### config.mk
export PLATFORM = sky130hd
export DESIGN_NAME = lba_to_chs_converter
export DESIGN_NICKNAME = d
export VERILOG_FILES = /design/src/hw/rtl/lbc_pkg.sv /design/src/hw/rtl/lbc_div_cell.sv /design/src/hw/rtl/lbc_div_chain.sv /design/src/hw/rtl/lba_to_chs_converter.sv
export SDC_FILE = /design/constraint.sdc
export NUM_CORES = 2
export LEC_CHECK = 0
export BUFFER_PORTS_ARGS = -buffer_cell sky130_fd_sc_hd__buf_2
export CAP_MARGIN = 25
export CORE_MARGIN = 1
export CORE_UTILIZATION = 52
export CTS_CLUSTER_SIZE = 14
export DETAILED_ROUTE_END_ITERATION = 12
export GPL_TIMING_DRIVEN = 0
export PLACE_DENSITY = 0.64
export SLEW_MARGIN = 20
export SYNTH_ARGS = -nofsm -noshare
export SYNTH_HDL_FRONTEND = slang
export SYNTH_SLANG_ARGS = --single-unit
### constraint.sdc
create_clock -name clock -period 3.3 [get_ports clock]
set_input_delay 0.66 -clock clock [delete_from_list [all_inputs] [get_ports clock]]
set_output_delay 0.66 -clock clock [all_outputs]
set_load 0.03 [all_outputs]
### src/hw/rtl/lbc_pkg.sv
// ----------------------------------------------------------------------------
// lbc_pkg
// Shared constants and types for the LBA to CHS converter.
// ----------------------------------------------------------------------------
package lbc_pkg;

   localparam int ADDR_W      = 32;
   localparam int SPT_W       = 6;
   localparam int HEADS_W     = 9;
   localparam int CYL_W       = 16;
   localparam int HEAD_W      = 8;
   localparam int CSR_DATA_W  = 9;
   localparam int CSR_INDEX_W = 2;

   localparam logic [SPT_W-1:0]   SPT_RESET   = 6'd63;
   localparam logic [HEADS_W-1:0] HEADS_RESET = 9'd16;
   localparam logic [HEADS_W-1:0] HEADS_MAX   = 9'd256;

   // one cell per quotient bit in each divider chain, plus the output register
   localparam int LATENCY = 2 * ADDR_W + 1;

   typedef enum logic [CSR_INDEX_W-1:0] {
      CSR_SPT   = 2'd0,
      CSR_HEADS = 2'd1
   } csr_index_type;

endpackage

### src/hw/rtl/lbc_div_cell.sv
// ----------------------------------------------------------------------------
// lbc_div_cell
// One restoring division step: develops one quotient bit and hands the
// partial remainder, dividend/quotient word, divisor and side data onward.
// ----------------------------------------------------------------------------
module lbc_div_cell #(
   parameter int NW = lbc_pkg::ADDR_W,
   parameter int DW = lbc_pkg::SPT_W,
   parameter int XW = lbc_pkg::HEADS_W
) (
   input  logic          clock,
   input  logic          reset,
   input  logic          in_valid,
   input  logic [DW-1:0] in_rem,
   input  logic [NW-1:0] in_acc,
   input  logic [DW-1:0] in_div,
   input  logic [XW-1:0] in_extra,
   output logic          out_valid,
   output logic [DW-1:0] out_rem,
   output logic [NW-1:0] out_acc,
   output logic [DW-1:0] out_div,
   output logic [XW-1:0] out_extra
);

   logic          valid_ff;
   logic [DW-1:0] rem_ff,   rem_in;
   logic [NW-1:0] acc_ff,   acc_in;
   logic [DW-1:0] div_ff;
   logic [XW-1:0] extra_ff;
   logic [DW:0]   trial;
   logic [DW:0]   diff;
   logic          ge;

   // remainder stays below the divisor, so trial < 2*divisor and diff fits
   always_comb begin
      trial  = {in_rem, in_acc[NW-1]};
      diff   = trial - {1'b0, in_div};
      ge     = (trial >= {1'b0, in_div});
      rem_in = ge ? diff[DW-1:0] : trial[DW-1:0];
      acc_in = {in_acc[NW-2:0], ge};
   end

   always_ff @(posedge clock) begin
      if (reset) begin
         valid_ff <= 1'b0;
      end else begin
         valid_ff <= in_valid;
      end
   end

   always_ff @(posedge clock) begin
      rem_ff   <= rem_in;
      acc_ff   <= acc_in;
      div_ff   <= in_div;
      extra_ff <= in_extra;
   end

   assign out_valid = valid_ff;
   assign out_rem   = rem_ff;
   assign out_acc   = acc_ff;
   assign out_div   = div_ff;
   assign out_extra = extra_ff;

endmodule

### src/hw/rtl/lbc_div_chain.sv
// ----------------------------------------------------------------------------
// lbc_div_chain
// Row of NW division cells: a fully pipelined NW-bit by DW-bit divider
// taking one dividend per cycle.
// ----------------------------------------------------------------------------
module lbc_div_chain #(
   parameter int NW = lbc_pkg::ADDR_W,
   parameter int DW = lbc_pkg::SPT_W,
   parameter int XW = lbc_pkg::HEADS_W
) (
   input  logic          clock,
   input  logic          reset,
   input  logic          in_valid,
   input  logic [NW-1:0] in_dividend,
   input  logic [DW-1:0] in_divisor,
   input  logic [XW-1:0] in_extra,
   output logic          out_valid,
   output logic [NW-1:0] out_quotient,
   output logic [DW-1:0] out_remainder,
   output logic [XW-1:0] out_extra
);

   logic          valid_w [NW+1];
   logic [DW-1:0] rem_w   [NW+1];
   logic [NW-1:0] acc_w   [NW+1];
   logic [DW-1:0] div_w   [NW+1];
   logic [XW-1:0] extra_w [NW+1];

   assign valid_w[0] = in_valid;
   assign rem_w[0]   = '0;
   assign acc_w[0]   = in_dividend;
   assign div_w[0]   = in_divisor;
   assign extra_w[0] = in_extra;

   for (genvar i = 0; i < NW; i++) begin : g_cell
      lbc_div_cell #(
         .NW(NW),
         .DW(DW),
         .XW(XW)
      ) u_cell (
         .clock    (clock),
         .reset    (reset),
         .in_valid (valid_w[i]),
         .in_rem   (rem_w[i]),
         .in_acc   (acc_w[i]),
         .in_div   (div_w[i]),
         .in_extra (extra_w[i]),
         .out_valid(valid_w[i+1]),
         .out_rem  (rem_w[i+1]),
         .out_acc  (acc_w[i+1]),
         .out_div  (div_w[i+1]),
         .out_extra(extra_w[i+1])
      );
   end

   assign out_valid     = valid_w[NW];
   assign out_quotient  = acc_w[NW];
   assign out_remainder = rem_w[NW];
   assign out_extra     = extra_w[NW];

endmodule

### src/hw/rtl/lba_to_chs_converter.sv
// ----------------------------------------------------------------------------
// lba_to_chs_converter
// Converts a logical block address to cylinder/head/sector form.
// ----------------------------------------------------------------------------
// Pipeline: an accepted start passes 32 cells dividing by sectors per track,
//   32 cells dividing by head count and the output register to rsp_valid.
// Throughput: one address per cycle; busy is always low.
// The receiver cannot stall: rsp_valid marks each result for one cycle.
// Reset (synchronous): empties the pipeline, sectors per track = 63,
//   head count = 16.
// ----------------------------------------------------------------------------
module lba_to_chs_converter (
   input  logic                             clock,
   input  logic                             reset,
   input  logic                             start,
   output logic                             busy,
   input  logic [lbc_pkg::ADDR_W-1:0]       req_block_address,
   output logic                             rsp_valid,
   output logic [lbc_pkg::CYL_W-1:0]        rsp_cylinder,
   output logic [lbc_pkg::HEAD_W-1:0]       rsp_head,
   output logic [lbc_pkg::SPT_W-1:0]        rsp_sector,
   output logic                             rsp_cylinder_overflow,
   input  logic                             csr_we,
   input  logic [lbc_pkg::CSR_INDEX_W-1:0]  csr_index,
   input  logic [lbc_pkg::CSR_DATA_W-1:0]   csr_wdata
);

   localparam int NW = lbc_pkg::ADDR_W;
   localparam int SW = lbc_pkg::SPT_W;
   localparam int HW = lbc_pkg::HEADS_W;

   logic [SW-1:0] spt_ff,   spt_in;
   logic [HW-1:0] heads_ff, heads_in;
   logic [SW-1:0] spt_eff;
   logic [HW-1:0] heads_eff;
   logic          accept;

   logic          trk_valid;
   logic [NW-1:0] trk_quot;
   logic [SW-1:0] trk_rem;
   logic [HW-1:0] trk_heads;

   logic          cyl_valid;
   logic [NW-1:0] cyl_quot;
   logic [HW-1:0] cyl_rem;
   logic [SW-1:0] cyl_sector_rem;

   logic                        rsp_valid_ff;
   logic [lbc_pkg::CYL_W-1:0]   cyl_ff;
   logic [lbc_pkg::HEAD_W-1:0]  head_ff;
   logic [SW-1:0]               sector_ff, sector_in;
   logic                        ovf_ff;

   // ---------------- configuration registers ----------------
   always_comb begin
      spt_in   = spt_ff;
      heads_in = heads_ff;
      if (csr_we) begin
         case (csr_index)
            lbc_pkg::CSR_SPT:   spt_in   = csr_wdata[SW-1:0];
            lbc_pkg::CSR_HEADS: heads_in = csr_wdata[HW-1:0];
            default: ;
         endcase
      end
   end

   always_ff @(posedge clock) begin
      if (reset) begin
         spt_ff   <= lbc_pkg::SPT_RESET;
         heads_ff <= lbc_pkg::HEADS_RESET;
      end else begin
         spt_ff   <= spt_in;
         heads_ff <= heads_in;
      end
   end

   // zero acts as one; head count saturates so the head fits 8 bits
   always_comb begin
      spt_eff = (spt_ff == '0) ? SW'(1) : spt_ff;
      if (heads_ff == '0) begin
         heads_eff = HW'(1);
      end else if (heads_ff > lbc_pkg::HEADS_MAX) begin
         heads_eff = lbc_pkg::HEADS_MAX;
      end else begin
         heads_eff = heads_ff;
      end
   end

   assign busy   = 1'b0;
   assign accept = start && !busy;

   // ---------------- address / sectors per track ----------------
   lbc_div_chain #(
      .NW(NW),
      .DW(SW),
      .XW(HW)
   ) u_trk_div (
      .clock        (clock),
      .reset        (reset),
      .in_valid     (accept),
      .in_dividend  (req_block_address),
      .in_divisor   (spt_eff),
      .in_extra     (heads_eff),
      .out_valid    (trk_valid),
      .out_quotient (trk_quot),
      .out_remainder(trk_rem),
      .out_extra    (trk_heads)
   );

   // ---------------- track / head count ----------------
   lbc_div_chain #(
      .NW(NW),
      .DW(HW),
      .XW(SW)
   ) u_cyl_div (
      .clock        (clock),
      .reset        (reset),
      .in_valid     (trk_valid),
      .in_dividend  (trk_quot),
      .in_divisor   (trk_heads),
      .in_extra     (trk_rem),
      .out_valid    (cyl_valid),
      .out_quotient (cyl_quot),
      .out_remainder(cyl_rem),
      .out_extra    (cyl_sector_rem)
   );

   // ---------------- result register ----------------
   assign sector_in = cyl_sector_rem + SW'(1);

   always_ff @(posedge clock) begin
      if (reset) begin
         rsp_valid_ff <= 1'b0;
      end else begin
         rsp_valid_ff <= cyl_valid;
      end
   end

   always_ff @(posedge clock) begin
      cyl_ff    <= cyl_quot[lbc_pkg::CYL_W-1:0];
      head_ff   <= cyl_rem[lbc_pkg::HEAD_W-1:0];
      sector_ff <= sector_in;
      ovf_ff    <= |cyl_quot[NW-1:lbc_pkg::CYL_W];
   end

   assign rsp_valid             = rsp_valid_ff;
   assign rsp_cylinder          = cyl_ff;
   assign rsp_head              = head_ff;
   assign rsp_sector            = sector_ff;
   assign rsp_cylinder_overflow = ovf_ff;

`ifndef ASSERT_OFF
   // sector is counted from one and never passes the track length
   a_sector_range: assert property (@(posedge clock) disable iff (reset)
      rsp_valid |-> (rsp_sector != '0) && (rsp_sector <= spt_eff))
      else $error("sector out of range");

   // head stays below the effective head count
   a_head_range: assert property (@(posedge clock) disable iff (reset)
      rsp_valid |-> ({1'b0, rsp_head} < heads_eff))
      else $error("head out of range");

   // the second divider only ever sees items handed over by the first
   a_chain_order: assert property (@(posedge clock) disable iff (reset)
      cyl_valid |-> $past(trk_valid, NW))
      else $error("cylinder stage valid without a track stage item");
`endif

endmodule
==> run metrics <==
status=finished with violations; violated checks=DRC; CP Launch Type=flip-flop; initial drt markers=1784; last element of the critical path=u_cyl_div.g_cell[4].u_cell.out_rem[6]$_DFF_P_; Cell Area, Synth=96900 sq um; yosys warns=0; syn_nets=7806; Tot Pwr=108 mW; CTS Sinks=3583; Hold Buf Count CTS=41; dpl hpwl=79400 um; port bufs=77; post-synthesis cell type count=55; internal power=82.5 mW; final worst setup slack=0.250 ns; Placed Cells=9782; Num CTS Buffers=348; post-synthesis mux area share=0.0265; Reg clk slew, reported paths=0.06 ns; Gate Count Post-Synth=7225; GRT Total Usage=0.131; post-synthesis adder-cell area fraction=0.0738; VDD IR max=0.538 mV; RR Startpoint=u_cyl_div.g_cell[3].u_cell.out_acc[31]$_DFF_P_; xor/xnor share of the synthesized area=0.0272; vias per cell=4.53; Syn Area/Cell=13.4 sq um; R2R depth=10; ys async rst share=0; fmax=328 MHz; final hold violation count=0; Slew HR=0.379; crit path max fanout=10; most common cell after layout, fill and taps aside=dfxtp_1; Post-CTS Setup Inserts=0; largest family of logic cells by synthesized area=adder cells; Slew Viols, Final=0; Min Clock Period, post-route=3.05 ns; area leader, netlist=dfxtp_1; Final TNS setup=0 ns; complex-gate fraction of the synthesized area=0.0594; clk_skew=0.0545 ns; post-CTS resize count=0; vias in the first global route=47.2k; RSZ-0062 raised after global routing=no; Switching Power=25.3 mW; GRT overflow=0; layout cells sized above 1=0.101; kind of critical path=flip-flop to flip-flop; die width=434 um; initial antenna violation count=0; Switching Fraction=0.234; root buf cell=clkbuf_16; core outline area=185000 sq um; first-pass GRT wire length=209000 um; GPL Wtd Cong=0.847; Layout fillers=14.3k; Sequential Power Share=0.510; combinational power share=0.139; EDFF count, synth=0; Arr. time, crit path=3.81 ns; Worst-Margin Slew=0.924 ns; area delta synth->final=15.6%; Simple-Gate Fraction of Synth Area=0.0438; detailed-route DRC error count=1; Die ar.=188000 sq um; CTS tree=yes; Clock Tree Buf Depth=4; I/O Pins=80; Crit. Startpoint=u_cyl_div.g_cell[3].u_cell.out_acc[31]$_DFF_P_; Tcrit/Tclk final=0.924; Synth Flop Type=dfxtp_1; Post-DRT Antenna Nets=0; maximum number of pins on one net before global-route repair=17; row cnt=158; routed vias=47.1k; register area share after synthesis=0.740; Synth area leaders=dfxtp_1, ha_1, inv_1, mux2_2, a21oi_1; P_leak=48.9 nW; average wire per standard cell=11.7 um; Critical R2R Capture=u_cyl_div.g_cell[4].u_cell.out_rem[6]$_DFF_P_; Synth top area share=0.740; nets@finish=8274; Required @ worst endpoint=4.06 ns; worst hold path class=input pin to flip-flop; ant diodes=0; Setup crit end kind=flip-flop; final wirelength=122000 um; most frequent cells in the layout=dfxtp_1, inv_1, ha_1; CTS H-tree lvls=5; Pwr per Cell Area=962 nW/um^2; clk_lat worst skew=0.90 ns; height of the die=434 um; drt pass-1 iters=9; final setup violating endpoints=0; Seq cells post-synth=3583; Starting Density=0.523; r2r setup slk=0.25 ns; max cap viols=0; non-filler instance count after layout=10.4k; dpl ws=0.284 ns; clock share of power=0.351
## cell families after synthesis
logic type | Yosys count
DFF | 3583
AOI/OAI and AO/OA | 955
and+or+nand+nor | 877
buffers and inverters | 741
adders and majority gates | 534
xor gates and xnor gates | 301
muxes | 233
other | 1
## state kept, by name, indices dropped and copies added (netlist names), 6 cells and up
register / cells
rsp_head: 8
heads_ff: 9
u_cyl_div.g_cell.u_cell.out_div: 279
spt_ff: 6
u_trk_div.g_cell.u_cell.out_valid: 32
u_trk_div.g_cell.u_cell.out_div: 186
u_cyl_div.g_cell.u_cell.out_rem: 287
u_trk_div.g_cell.u_cell.out_rem: 192
u_trk_div.g_cell.u_cell.out_acc: 1024
u_cyl_div.g_cell.u_cell.out_extra: 192
u_cyl_div.g_cell.u_cell.out_valid: 32
u_trk_div.g_cell.u_cell.out_extra: 288
rsp_cylinder: 16
rsp_sector: 6
u_cyl_div.g_cell.u_cell.out_acc: 1024
## worst max-delay path, stage by stage (launching register included)
cell      delay [ns]
dfxtp_1         0.31
inv_1           0.05
ha_1            0.15
inv_1           0.05
fa_1            0.41
a21oi_1         0.24
nor2_1          0.10
o311ai_0        0.58
o21ai_0         0.35
clkbuf_1        0.32
mux2_2          0.33
## final cells by class
| type | instances | area, sq um | area share |
|---|---|---|---|
| Timing Repair Buffer | 118 | 796 | 0.00711 |
| Tap cell | 2480 | 3100 | 0.0277 |
| Inverter | 682 | 2560 | 0.0229 |
| Clock inverter | 86 | 1110 | 0.00993 |
| Clock buffer | 494 | 10100 | 0.0901 |
| Sequential cell | 3583 | 71700 | 0.641 |
| Buffer | 59 | 225 | 0.00201 |
| Multi-Input combinational cell | 2901 | 22400 | 0.200 |
## synth_stat cells, types with 3 or more instances
cell	instances
clkbuf_1	58
o31ai_1	48
nand4_1	31
nand3_1	31
a311oi_1	3
o21ai_0	197
a21boi_0	24
nor3b_1	24
nor2_1	314
xor2_1	131
o21a_1	45
a21oi_1	424
o31a_1	26
mux2i_1	42
or3_1	25
nand2b_1	77
and3_1	38
nor3_1	12
xnor2_1	170
and2_1	24
o2bb2ai_1	15
inv_1	682
ha_1	472
nand2_1	177
a211o_1	36
a21o_1	49
nor4_1	10
fa_1	62
nor2b_1	107
a31oi_1	20
a211oi_1	8
o21bai_1	30
dfxtp_1	3583
mux2_2	191
a31o_2	11
nand3b_1	5
## how the worst min path moves through the flow
stage                                                        start                                        endpoint  slack, ns  cells past startpoint
floorplan           u_cyl_div.g_cell[31].u_cell.out_acc[0]$_DFF_P_                         rsp_cylinder[0]$_DFF_P_       0.31                      0
global placement     u_trk_div.g_cell[1].u_cell.out_acc[2]$_DFF_P_   u_trk_div.g_cell[2].u_cell.out_acc[3]$_DFF_P_       0.31                      0
detailed placement  u_cyl_div.g_cell[0].u_cell.out_acc[24]$_DFF_P_  u_cyl_div.g_cell[1].u_cell.out_acc[25]$_DFF_P_       0.31                      0
CTS                                          req_block_address[31]   u_trk_div.g_cell[0].u_cell.out_rem[0]$_DFF_P_       0.01                      3
global route                                 req_block_address[31]   u_trk_div.g_cell[0].u_cell.out_rem[0]$_DFF_P_       0.08                      3
finish                                       req_block_address[31]   u_trk_div.g_cell[0].u_cell.out_rem[0]$_DFF_P_       0.09                      3
## power by group through the flow
stage               combinational, mW  clock [mW]  sequential [mW]
detailed placement               14.9           0             55.9
floorplan                        12.1           0             54.9
CTS                              15.1        39.2             55.1
global route                     16.9        41.0             55.9
finish                           15.0        37.9             54.9
global placement                 14.4           0             55.6
## per-layer routing
layer	share of wire	GRT usage	vias to the layer above
met5	0	0	-
met1	0.45	0.155	21700
li1	-	-	24400
met3	0.036	0.0292	373
met4	0.038	0.0640	0
met2	0.48	0.226	652
## through the flow
| step | hold WS, ns | utilization | instance area (sq um) |
|---|---|---|---|
| 2_1_floorplan | 0.310 | - | 96900 |
| 3_3_place_gp | 0.309 | 0.542 | 100000 |
| 3_5_place_dp | 0.312 | 0.542 | 100000 |
| 4_1_cts | 0.0104 | 0.604 | 112000 |
| 5_1_grt | 0.0756 | 0.604 | 112000 |
| 6_report | 0.0887 | 0.604 | 112000 |
No activity file was read; power rests on OpenSTA's default activity.
